`config.mk`:
```
export PLATFORM = sky130hd
export DESIGN_NAME = salcp_ctrl
export DESIGN_NICKNAME = d
export VERILOG_FILES = /design/src/rtl/salcp_pkg.sv /design/src/rtl/salcp_ctrl.sv
export SDC_FILE = /design/constraint.sdc
export NUM_CORES = 1
export LEC_CHECK = 0
export BUFFER_PORTS_ARGS = -buffer_cell sky130_fd_sc_hd__buf_2
export CAP_MARGIN = 20
export CORE_MARGIN = 2
export CORE_UTILIZATION = 30
export DETAILED_ROUTE_END_ITERATION = 7
export GPL_ROUTABILITY_DRIVEN = 0
export PLACE_DENSITY = 0.55
export SLEW_MARGIN = 20
export SYNTH_ARGS = -nofsm -noshare
export SYNTH_HDL_FRONTEND = slang
export SYNTH_SLANG_ARGS = --single-unit
```
`constraint.sdc`:
```
create_clock -name i_clk -period 2.7 [get_ports i_clk]
set_input_delay 0.27 -clock i_clk [delete_from_list [all_inputs] [get_ports i_clk]]
set_output_delay 0.27 -clock i_clk [all_outputs]
set_load 0.02 [all_outputs]
```
`src/rtl/salcp_pkg.sv`:
```
// ----------------------------------------------------------------------------
// salcp_pkg
// shared sizes, datapath operation codes and status bundle for the suffix
// array / lcp unit
// ----------------------------------------------------------------------------
package salcp_pkg;

    localparam int MAX_LEN  = 1024;
    localparam int ALPHABET = 256;
    localparam int BUCKETS  = (ALPHABET > MAX_LEN) ? ALPHABET : MAX_LEN;
    localparam int AW       = $clog2(MAX_LEN);
    localparam int LW       = AW + 1;
    localparam int SW       = 8;

    typedef enum logic [5:0] {
        OP_NOP, OP_LOAD, OP_QUERY, OP_OUT, OP_CLR,
        OP_IC1, OP_IC2, OP_IC3,
        OP_DC1, OP_DC2, OP_DC3, OP_DC4,
        OP_PR1, OP_PR2,
        OP_IP1, OP_IP2, OP_IP3,
        OP_IK1, OP_IK2, OP_IK3,
        OP_SH1, OP_SH2,
        OP_DP1, OP_DP2, OP_DP3, OP_DP4,
        OP_DK1, OP_DK2, OP_DK3, OP_DK4,
        OP_CP1, OP_CP2, OP_STEP,
        OP_RK1, OP_RK2,
        OP_LC1, OP_LC2, OP_LC3, OP_LC4, OP_LC5, OP_LC6, OP_LNX
    } t_op;

    typedef struct packed {
        logic end_n;
        logic end_bk;
        logic end_lim;
        logic i_zero;
        logic init;
        logic step_go;
        logic r_last;
        logic scan_ok;
        logic sym_eq;
    } t_stat;

endpackage

```
`src/rtl/salcp_ctrl.sv`:
```
// ----------------------------------------------------------------------------
// salcp_ctrl
// sequencer: input handshake, result valid and the sort / lcp pass order
// ----------------------------------------------------------------------------
module salcp_ctrl (
    input  logic              i_clk,
    input  logic              i_rst_n,
    input  logic              i_accept,
    input  logic              i_func,
    input  logic              i_last,
    input  logic              i_out_taken,
    input  salcp_pkg::t_stat  i_stat,
    output salcp_pkg::t_op    o_op,
    output logic              o_ready,
    output logic              o_out_valid
);
    typedef enum logic [39:0] {
        S_IDLE = 40'd1 << 0,  S_QOUT = 40'd1 << 1,  S_CLR  = 40'd1 << 2,
        S_IC1  = 40'd1 << 3,  S_IC2  = 40'd1 << 4,  S_IC3  = 40'd1 << 5,
        S_DC1  = 40'd1 << 6,  S_DC2  = 40'd1 << 7,  S_DC3  = 40'd1 << 8,
        S_DC4  = 40'd1 << 9,  S_PR1  = 40'd1 << 10, S_PR2  = 40'd1 << 11,
        S_IP1  = 40'd1 << 12, S_IP2  = 40'd1 << 13, S_IP3  = 40'd1 << 14,
        S_IK1  = 40'd1 << 15, S_IK2  = 40'd1 << 16, S_IK3  = 40'd1 << 17,
        S_SH1  = 40'd1 << 18, S_SH2  = 40'd1 << 19, S_DP1  = 40'd1 << 20,
        S_DP2  = 40'd1 << 21, S_DP3  = 40'd1 << 22, S_DP4  = 40'd1 << 23,
        S_DK1  = 40'd1 << 24, S_DK2  = 40'd1 << 25, S_DK3  = 40'd1 << 26,
        S_DK4  = 40'd1 << 27, S_CP1  = 40'd1 << 28, S_CP2  = 40'd1 << 29,
        S_STEP = 40'd1 << 30, S_RK1  = 40'd1 << 31, S_RK2  = 40'd1 << 32,
        S_LC1  = 40'd1 << 33, S_LC2  = 40'd1 << 34, S_LC3  = 40'd1 << 35,
        S_LC4  = 40'd1 << 36, S_LC5  = 40'd1 << 37, S_LC6  = 40'd1 << 38,
        S_LNX  = 40'd1 << 39
    } t_state;

    t_state r_state, n_state;
    logic   r_ovalid, n_ovalid;

    assign o_ready     = (r_state == S_IDLE) && !r_ovalid;
    assign o_out_valid = r_ovalid;

    always_comb begin
        n_state  = r_state;
        n_ovalid = r_ovalid && !i_out_taken;
        o_op     = salcp_pkg::OP_NOP;
        unique case (r_state)
            S_IDLE: begin
                if (i_accept) begin
                    if (i_func) begin
                        o_op = salcp_pkg::OP_QUERY; n_state = S_QOUT;
                    end else begin
                        o_op = salcp_pkg::OP_LOAD;
                        if (i_last) n_state = S_CLR;
                    end
                end
            end
            S_QOUT: begin
                o_op = salcp_pkg::OP_OUT; n_ovalid = 1'b1; n_state = S_IDLE;
            end
            S_CLR: begin
                o_op = salcp_pkg::OP_CLR;
                if (i_stat.end_bk) n_state = i_stat.init ? S_IC1 : S_DC1;
            end
            S_IC1: begin o_op = salcp_pkg::OP_IC1; n_state = S_IC2; end
            S_IC2: begin o_op = salcp_pkg::OP_IC2; n_state = S_IC3; end
            S_IC3: begin
                o_op = salcp_pkg::OP_IC3; n_state = i_stat.end_n ? S_PR1 : S_IC1;
            end
            S_DC1: begin o_op = salcp_pkg::OP_DC1; n_state = S_DC2; end
            S_DC2: begin o_op = salcp_pkg::OP_DC2; n_state = S_DC3; end
            S_DC3: begin o_op = salcp_pkg::OP_DC3; n_state = S_DC4; end
            S_DC4: begin
                o_op = salcp_pkg::OP_DC4; n_state = i_stat.end_n ? S_PR1 : S_DC1;
            end
            S_PR1: begin o_op = salcp_pkg::OP_PR1; n_state = S_PR2; end
            S_PR2: begin
                o_op = salcp_pkg::OP_PR2;
                if (i_stat.end_lim) n_state = i_stat.init ? S_IP1 : S_DP1;
                else n_state = S_PR1;
            end
            S_IP1: begin o_op = salcp_pkg::OP_IP1; n_state = S_IP2; end
            S_IP2: begin o_op = salcp_pkg::OP_IP2; n_state = S_IP3; end
            S_IP3: begin
                o_op = salcp_pkg::OP_IP3; n_state = i_stat.end_n ? S_IK1 : S_IP1;
            end
            S_IK1: begin o_op = salcp_pkg::OP_IK1; n_state = S_IK2; end
            S_IK2: begin o_op = salcp_pkg::OP_IK2; n_state = S_IK3; end
            S_IK3: begin
                o_op = salcp_pkg::OP_IK3;
                if (i_stat.end_n) n_state = i_stat.step_go ? S_SH1 : S_RK1;
                else n_state = S_IK1;
            end
            S_SH1: begin o_op = salcp_pkg::OP_SH1; n_state = S_SH2; end
            S_SH2: begin
                o_op = salcp_pkg::OP_SH2; n_state = i_stat.end_n ? S_CLR : S_SH1;
            end
            S_DP1: begin o_op = salcp_pkg::OP_DP1; n_state = S_DP2; end
            S_DP2: begin o_op = salcp_pkg::OP_DP2; n_state = S_DP3; end
            S_DP3: begin o_op = salcp_pkg::OP_DP3; n_state = S_DP4; end
            S_DP4: begin
                o_op = salcp_pkg::OP_DP4; n_state = i_stat.i_zero ? S_DK1 : S_DP1;
            end
            S_DK1: begin o_op = salcp_pkg::OP_DK1; n_state = S_DK2; end
            S_DK2: begin o_op = salcp_pkg::OP_DK2; n_state = S_DK3; end
            S_DK3: begin o_op = salcp_pkg::OP_DK3; n_state = S_DK4; end
            S_DK4: begin
                o_op = salcp_pkg::OP_DK4; n_state = i_stat.end_n ? S_CP1 : S_DK1;
            end
            S_CP1: begin o_op = salcp_pkg::OP_CP1; n_state = S_CP2; end
            S_CP2: begin
                o_op = salcp_pkg::OP_CP2; n_state = i_stat.end_n ? S_STEP : S_CP1;
            end
            S_STEP: begin
                o_op = salcp_pkg::OP_STEP; n_state = i_stat.step_go ? S_SH1 : S_RK1;
            end
            S_RK1: begin o_op = salcp_pkg::OP_RK1; n_state = S_RK2; end
            S_RK2: begin
                o_op = salcp_pkg::OP_RK2; n_state = i_stat.end_n ? S_LC1 : S_RK1;
            end
            S_LC1: begin o_op = salcp_pkg::OP_LC1; n_state = S_LC2; end
            S_LC2: begin
                o_op = salcp_pkg::OP_LC2; n_state = i_stat.r_last ? S_LNX : S_LC3;
            end
            S_LC3: begin o_op = salcp_pkg::OP_LC3; n_state = S_LC4; end
            S_LC4: begin
                o_op = salcp_pkg::OP_LC4; n_state = i_stat.scan_ok ? S_LC5 : S_LNX;
            end
            S_LC5: begin o_op = salcp_pkg::OP_LC5; n_state = S_LC6; end
            S_LC6: begin
                o_op = salcp_pkg::OP_LC6; n_state = i_stat.sym_eq ? S_LC4 : S_LNX;
            end
            S_LNX: begin
                o_op = salcp_pkg::OP_LNX; n_state = i_stat.end_n ? S_IDLE : S_LC1;
            end
            default: n_state = S_IDLE;
        endcase
    end

    always_ff @(posedge i_clk) begin
        if (!i_rst_n) begin
            r_state  <= S_IDLE;
            r_ovalid <= 1'b0;
        end else begin
            r_state  <= n_state;
            r_ovalid <= n_ovalid;
        end
    end

endmodule
```
==> flow_summary.toml, run 1 <==
[clock_network]
clk_path_buf_depth = 2
tritoncts.num_buffers = 5
cts_tree = "yes"
h-tree-depth = 2
clkSinkCount = 41
path_clk_slew_ns = 0.08
root_buffer = "clkbuf_8"
holdBufCountCts = 0
clk-insertion-delay-late_ns = 0.31

[power_and_ir_drop]
power_frac_seq = 0.433
power_density_nw_per_um2 = 363
swShare = 0.276
total_power_mw = 1.41
internal_power_mw = 1.02
power_frac_comb = 0.188
p_sw_uw = 390
p_leak_nw = 1.57
peakVddDrop_mv = 0.231
p_clk_frac = 0.379

[timing]
fin_crit_ns = 2.82
final-hold-violation-count = 0
drv_slew = 0
setup_viol = 5
tightest_slew_ns = 0.703
fmax_mhz = 354
holdWs_ns = 0.135
finClkSkew_ns = 0.0194
setup_slack_ns = -0.122
rsz0062_at_grt = "true"
period_share = 1.05
slew_headroom = 0.529

[floorplanning]
die_x_microns = 101
core-area_sq_um = 9150
ios = 23
fp.dieArea_sq_um = 10100
rows = 35
start_util = 0.306
die_h_microns = 101

[yosys]
yosysMostFrequentCell = "nor2_1"
syn_nets = 366
syn_area_sq_um = 2800
yosys-top-cells-area = "dfxtp_1 29%, nor2_1 5.8%, nor3_1 4.8%"
ys_seq_elements = 41
synthCells = 351
synth_edf_count = 0
ys_top_cells_by_count = "43 x nor2_1, 41 x dfxtp_1, 27 x nor3_1, 23 x nand2_1, 17 x o21ai_0"
yosysSeqAreaShare = 0.293
synth-main-ff-cell = "dfxtp_1"
yosysWarnings = 0
yosysUniqueCellTypes = 60
async_reset_ff_frac = 0
syn_area_per_cell_sq_um = 7.99
synth_top_area_frac = 0.293
synth_top_cell_by_area = "dfxtp_1"

[worst_setup_path]
criticalPathCategory = "reg -> out"
critPathCapture = "o_op[1]"
endpoint_kind = "output port"
critPathLaunch = "r_state[25]"
worst_r2r_path_depth = 9
cp_max_fo = 5
cp.required_ns = 2.43
rr_endpoint = "r_state[28]"
ff2ff_setup_slack_ns = 0.16
cp-start-kind = "flip-flop"
cp.arrival_ns = 2.55
rr_startpoint = "r_state[13]"

[placement]
numPortBuffers = 22
dp_hpwl_mm = 7.08
post-place-cells = 518

[run_status]
violations = "setup timing"
status = "finished, violations left"

[drt]
final_antenna_net_count = 0
vias_per_cell = 5.79
drc = 0
firstDrtPassIters = 5
wl_per_cell_microns = 17.6
vias = 3177
drt_iter0_markers = 361
routed_wl_mm = 9.66

[layout]
syn_to_final_growth_pct = 39.0
layout-drive-gt1-share = 0.365
diodes = 0
fill_cells = 894
final_nets = 452
layout.cells.non_filler = 549

[worst_hold_path]
hold_path_startpoint = "i_stat[2]"
hp-class = "in -> reg"

[grt]
grt_max_degree = 13
grt_overflow_total = 0
grt_pass1_vias = 2883
grt_use_total = 0.188
antenna_found_initial = 0
grt_pass1_wl_mm = 15.1

[run]
drv_cap = 0
==> how the worst min path moves through the flow <==
stage	endpoint	slack, ns	cells past startpoint
5_1_grt	r_state[35]	0.13	2
6_report	r_state[35]	0.13	2
3_5_place_dp	r_state[35]	0.46	2
2_1_floorplan	r_state[35]	0.35	1
4_1_cts	r_state[35]	0.14	2
3_3_place_gp	r_state[35]	0.45	2
==> sequential cells by signal, indices dropped and copies added (netlist names) <==
register	flops
r_state	40
o_out_valid	1
==> area by class of cell <==
type / count / area [sq um] / share of cell area
inverters: 7 / 26.3 / 0.00674
clock buffers: 7 / 86.3 / 0.0222
repair buffers: 96 / 722 / 0.185
flip-flops and latches: 41 / 846 / 0.217
clock inverters: 1 / 30.0 / 0.00770
well taps: 111 / 139 / 0.0356
multi-input cells: 286 / 2050 / 0.526
==> cell usage in the layout (no fill, tap or decap), types with 9 or more instances in the layout <==
cell      count
buf_4        69
nor2_1       42
a21oi_1      10
nand4_1      14
nand4b_1      9
nand2_1      23
dfxtp_1      29
nor3_1       25
o21ai_0      15
buf_6        11
buf_2        16
==> per-stage QoR <==
step	setup WS, ns	utilization	cell area (sq um)	setup TNS (ns)
floorplan	0.204	-	2800	0
global placement	0.0478	0.366	3350	0
detailed placement	0.0450	0.366	3350	0
CTS	-0.150	0.401	3670	-0.661
global route	-0.174	0.426	3900	-0.694
finish	-0.122	0.426	3900	-0.344
==> power by group through the flow <==
stage	clock, mW	combinational, mW	sequential (mW)
floorplan	0	0.128	0.629
global placement	0	0.225	0.630
detailed placement	0	0.222	0.631
CTS	0.543	0.233	0.615
global route	0.570	0.284	0.614
finish	0.535	0.266	0.613
==> cells by family (layout without fill, tap and decap cells) <==
logic type      after synthesis  after routing  synth area share
simple gates                213            213             0.480
compound gates               59             59             0.143
flops                        41             41             0.293
buf+inv                      24            111            0.0402
xor+xnor                     13             13            0.0406
mux                           1              1           0.00357
==> metal layers <==
metal	track usage	part of all wire	wire [microns]	vias to the layer above
met1	0.256	0.44	4270	1508
met3	0.0229	0.054	524	17
met5	0	0	0	-
li1	-	-	-	1516
met4	0.0632	0.024	230	0
met2	0.306	0.48	4630	136
==> critical path, stage by stage, from the launching register on <==
cell and delay (ns):
dfxtp_4 0.37, nor4_4 0.37, buf_4 0.19, nand4_4 0.11, or2_4 0.27, or3_4 0.35
o2111a_1 0.29, nand4_1 0.14, buf_4 0.16
==> repair_timing <==
| item | CTS | global route |
|---|---|---|
| hold endpoints to repair | 0 | 0 |
| pin swaps | 15 | 20 |
| resized for setup | 32 | 39 |
| buffers inserted | 13 | 10 |
| setup endpoints to repair | 6 | 6 |
(Power assumes the default switching activity.)
==> run 2, diff against run 1 <==
- SKIP_CTS_REPAIR_TIMING: unset -> 1
==> flow_summary.toml, run 2 (same netlist as run 1, synthesis figures left out) <==
[worst_setup_path]
cp_max_fo = 4
cp.required_ns = 2.43
endpoint_kind = "output port"
worst_r2r_path_depth = 9
criticalPathCategory = "reg -> out"
rr_endpoint = "r_state[28]"
rr_startpoint = "r_state[13]"
cp-start-kind = "flip-flop"
cp.arrival_ns = 2.66
ff2ff_setup_slack_ns = 0.13

[grt]
antenna_found_initial = 0
grt_pass1_vias = 2781
grt_max_degree = 13
grt_overflow_total = 0
grt_use_total = 0.183
grt_pass1_wl_mm = 14.6

[floorplanning]
rows = 35
core-area_sq_um = 9150
die_h_microns = 101
fp.dieArea_sq_um = 10100
start_util = 0.306
die_x_microns = 101
ios = 23

[timing]
period_share = 1.08
drv_slew = 0
final-hold-violation-count = 0
fmax_mhz = 342
finClkSkew_ns = 0.0184
setup_viol = 6
tightest_slew_ns = 0.725
fin_crit_ns = 2.93
holdWs_ns = 0.140
slew_headroom = 0.514
rsz0062_at_grt = "true"
setup_slack_ns = -0.225

[clock_network]
root_buffer = "clkbuf_8"
clk-insertion-delay-late_ns = 0.31
cts_tree = "yes"
path_clk_slew_ns = 0.10
clk_path_buf_depth = 2
tritoncts.num_buffers = 5
clkSinkCount = 41
h-tree-depth = 2

[drt]
wl_per_cell_microns = 17.4
final_antenna_net_count = 0
drc = 0
firstDrtPassIters = 5
vias = 3130
drt_iter0_markers = 304
vias_per_cell = 5.76
routed_wl_mm = 9.45

[layout]
utilization = 0.413
final_nets = 446
final_common_cell = "buf_4"
largest_reg_flops = 40
syn_to_final_growth_pct = 34.9
largest-register = "r_state"
diodes = 0
final_cell_mix = "68 x buf_4, 42 x nor2_1, 34 x dfxtp_1"
fill_cells = 897
layout-drive-gt1-share = 0.326

[power_and_ir_drop]
power_density_nw_per_um2 = 372
peakVddDrop_mv = 0.231
p_leak_nw = 1.50

[placement]
dp_hpwl_mm = 7.08
numPortBuffers = 22

[worst_hold_path]
hold_path_startpoint = "i_stat[2]"
hp-class = "in -> reg"
hold_end = "r_state[35]"
whs_path_depth = 2

[run_status]
status = "finished, violations left"
violations = "setup timing"

[run]
drv_cap = 0
==> run 2: cell count changes in the layout (fill, tap and decap cells not counted), sizes merged <==
cell	change
buf	-6
==> run 2: power by group <==
group | total [mW] | internal (mW) | leakage, nW | switching [mW]
logic | 0.259 | 0.112 | 1.10 | 0.146
registers | 0.615 | 0.606 | 0.335 | 0.00932
clock network | 0.535 | 0.302 | 0.0585 | 0.233
total | 1.41 | 1.02 | 1.50 | 0.388
==> run 2: critical path, stage by stage, from the launching register on <==
cell and delay, ns:
dfxtp_4 0.37, or4_4 0.54, or4_4 0.53, nor4_4 0.35, buf_4 0.17, nor2_2 0.03, nand4_1 0.10, or3b_1 0.14
buf_6 0.12
==> run 2: per-layer routing <==
metal | up-vias | GRT usage | routed length [microns] | share of wire
met5 | - | 0 | 0 | 0
met4 | 0 | 0.0516 | 194 | 0.021
met3 | 17 | 0.0222 | 419 | 0.044
met1 | 1505 | 0.255 | 4360 | 0.46
li1 | 1503 | - | - | -
met2 | 105 | 0.297 | 4480 | 0.47
==> run 2: area by class of cell <==
type,instances,area [sq um],share of cell area
clock buffers,7,86.3,0.0228
clock inverters,1,30.0,0.00794
inverters,7,26.3,0.00695
multi-input cells,286,2010,0.531
flip-flops and latches,41,840,0.222
well taps,111,139,0.0367
repair buffers,90,652,0.172
==> run 2: stage by stage <==
step | power [mW] | worst slack, ns | instance area, sq um | cells | TNS (ns)
after floorplan | 0.757 | 0.204 | 2800 | 351 | 0
after global placement | 0.855 | 0.0478 | 3350 | 518 | 0
after detailed placement | 0.853 | 0.0450 | 3350 | 518 | 0
after CTS | 1.38 | -0.299 | 3470 | 526 | -1.32
after global routing | 1.46 | -0.278 | 3780 | 543 | -1.28
final | 1.41 | -0.225 | 3780 | 543 | -0.904
==> run 2: worst max path at each step <==
stage / from / end
after floorplan: r_state[25] / o_op[2]
after global placement: r_state[25] / o_op[2]
after detailed placement: r_state[25] / o_op[2]
after CTS: r_state[25] / o_op[2]
after global routing: r_state[13] / o_op[3]
final: r_state[13] / o_op[3]
==> run 3, diff against run 2 <==
- CELL_PAD_IN_SITES_DETAIL_PLACEMENT: unset -> 1
- CELL_PAD_IN_SITES_GLOBAL_PLACEMENT: unset -> 1
- PLACE_DENSITY: 0.55 -> 0.66
==> flow_summary.toml, run 3 (same netlist as run 1, synthesis figures left out) <==
[floorplanning]
ios = 23
rows = 35
die_h_microns = 101
start_util = 0.306
core-area_sq_um = 9150
die_x_microns = 101
fp.dieArea_sq_um = 10100

[power_and_ir_drop]
internal_power_uw = 931
total_power_mw = 1.33
p_clk_frac = 0.336
power_frac_comb = 0.201
p_sw_uw = 399
power_density_nw_per_um2 = 344
peakVddDrop_mv = 0.226
power_frac_seq = 0.463
swShare = 0.300
p_leak_nw = 1.55

[placement]
post-place-cells = 526
dpl_cell_area_sq_um = 3420
numPortBuffers = 22
dp_hpwl_mm = 8.05

[run_status]
violations = "setup timing"
status = "finished, violations left"

[worst_hold_path]
hp-class = "in -> reg"

[grt]
antenna_found_initial = 0
grt_pass1_wl_mm = 16.5
grt_use_total = 0.206
grt_overflow_total = 0
grt_pass1_vias = 3134
grt_max_degree = 22

[clock_network]
clk-insertion-delay-late_ns = 0.31
tritoncts.num_buffers = 5
clkSinkCount = 41
h-tree-depth = 2
path_clk_slew_ns = 0.09
cts_tree = "yes"
clk_path_buf_depth = 2
root_buffer = "clkbuf_8"

[worst_setup_path]
slowest_stage = "or4b_2"
cp-start-kind = "flip-flop"
cp_max_fo = 7
crit_chain = "buf_4 > or4b_2 > or4_4 > a21boi_0 > o2111a_1 > o21ai_0 > buf_2"
crit_family = "simple AND/OR/NAND/NOR gates"
cp.required_ns = 2.43
cp.arrival_ns = 2.58
cpPeakStageDelay_ns = 0.70
criticalPathCategory = "reg -> out"
endpoint_kind = "output port"
crit_buf_inv = 2

[layout]
syn_to_final_growth_pct = 38.0
final_nets = 451
largest-register = "r_state"
fill_cells = 1087
final_cell_mix = "62 x buf_4, 42 x nor2_1, 33 x dfxtp_1"
largest_reg_flops = 40
ff_latch_area_sq_um = 833
utilization = 0.423
final_common_cell = "buf_4"
finish.instance_area_sq_um = 3870
diodes = 0
multi_input_area_sq_um = 2040
layout.cells.non_filler = 548
layout-drive-gt1-share = 0.355

[timing]
tightest_slew_ns = 0.647
final-hold-violation-count = 0
period_share = 1.05
setup_slack_ns = -0.145
finClkSkew_ns = 0.0129
fin_crit_ns = 2.85
rsz0062_at_grt = "true"
slew_headroom = 0.566
setup_viol = 5
drv_slew = 0
fmax_mhz = 351

[drt]
vias = 3178
firstDrtPassIters = 5
drc = 0
final_antenna_net_count = 0
vias_per_cell = 5.80
wl_per_cell_microns = 19.5
drt_iter0_markers = 167
routed_wl_mm = 10.7

[run]
drv_cap = 0
run 3: cell types whose count changed in the layout (fill, tap and decap cells not counted), moves of 2 or more:
cell | previous run | this run
nor4_1 | 5 | 7
or3_4 | 1 | 4
nor4_2 | 6 | 4
buf_6 | 5 | 14
or3_1 | 6 | 3
nor3_1 | 26 | 24
nor3_2 | 1 | 3
dfxtp_2 | 3 | 7
buf_4 | 68 | 62
dfxtp_4 | 4 | 1
run 3: power by group through the flow:
stage                     logic, mW  clock network [mW]  registers (mW)
after floorplan               0.128                   0           0.629
after global placement        0.226                   0           0.631
after detailed placement      0.229                   0           0.631
after CTS                     0.232               0.455           0.617
after global routing          0.286               0.483           0.617
final                         0.267               0.446           0.616
run 3: layout make-up:
cell class	count	share of cell area
clock buffers	6	0.0213
inverters	7	0.00679
repair buffers	95	0.190
clock inverters	2	0.00356
multi-input cells	286	0.527
flip-flops and latches	41	0.215
well taps	111	0.0359
run 3: final timing paths:
| path | start | to | slack (ns) | cells past startpoint |
|---|---|---|---|---|
| worst max register to register | r_state[12] | r_state[28] | 0.23 | 8 |
| worst min-delay path | i_stat[2] | r_state[35] | 0.15 | 2 |
| worst min register to register | o_out_valid | o_out_valid | 0.55 | 2 |
| worst max-delay path | r_state[8] | o_op[2] | -0.15 | 7 |
run 3: metrics by stage:
step                setup WS (ns)  setup TNS (ns)  hold slack [ns]
floorplan                   0.204               0            0.346
global placement           0.0677               0            0.463
detailed placement         0.0180               0            0.476
CTS                        -0.322           -1.24            0.156
global route               -0.216          -0.843            0.158
finish                     -0.145          -0.500            0.148
run 3: routing by layer:
layer,part of all wire,global-route usage,wire [microns]
met2,0.48,0.349,5150
met1,0.45,0.272,4780
met3,0.046,0.0277,490
met5,0,0,0
met4,0.024,0.0643,259
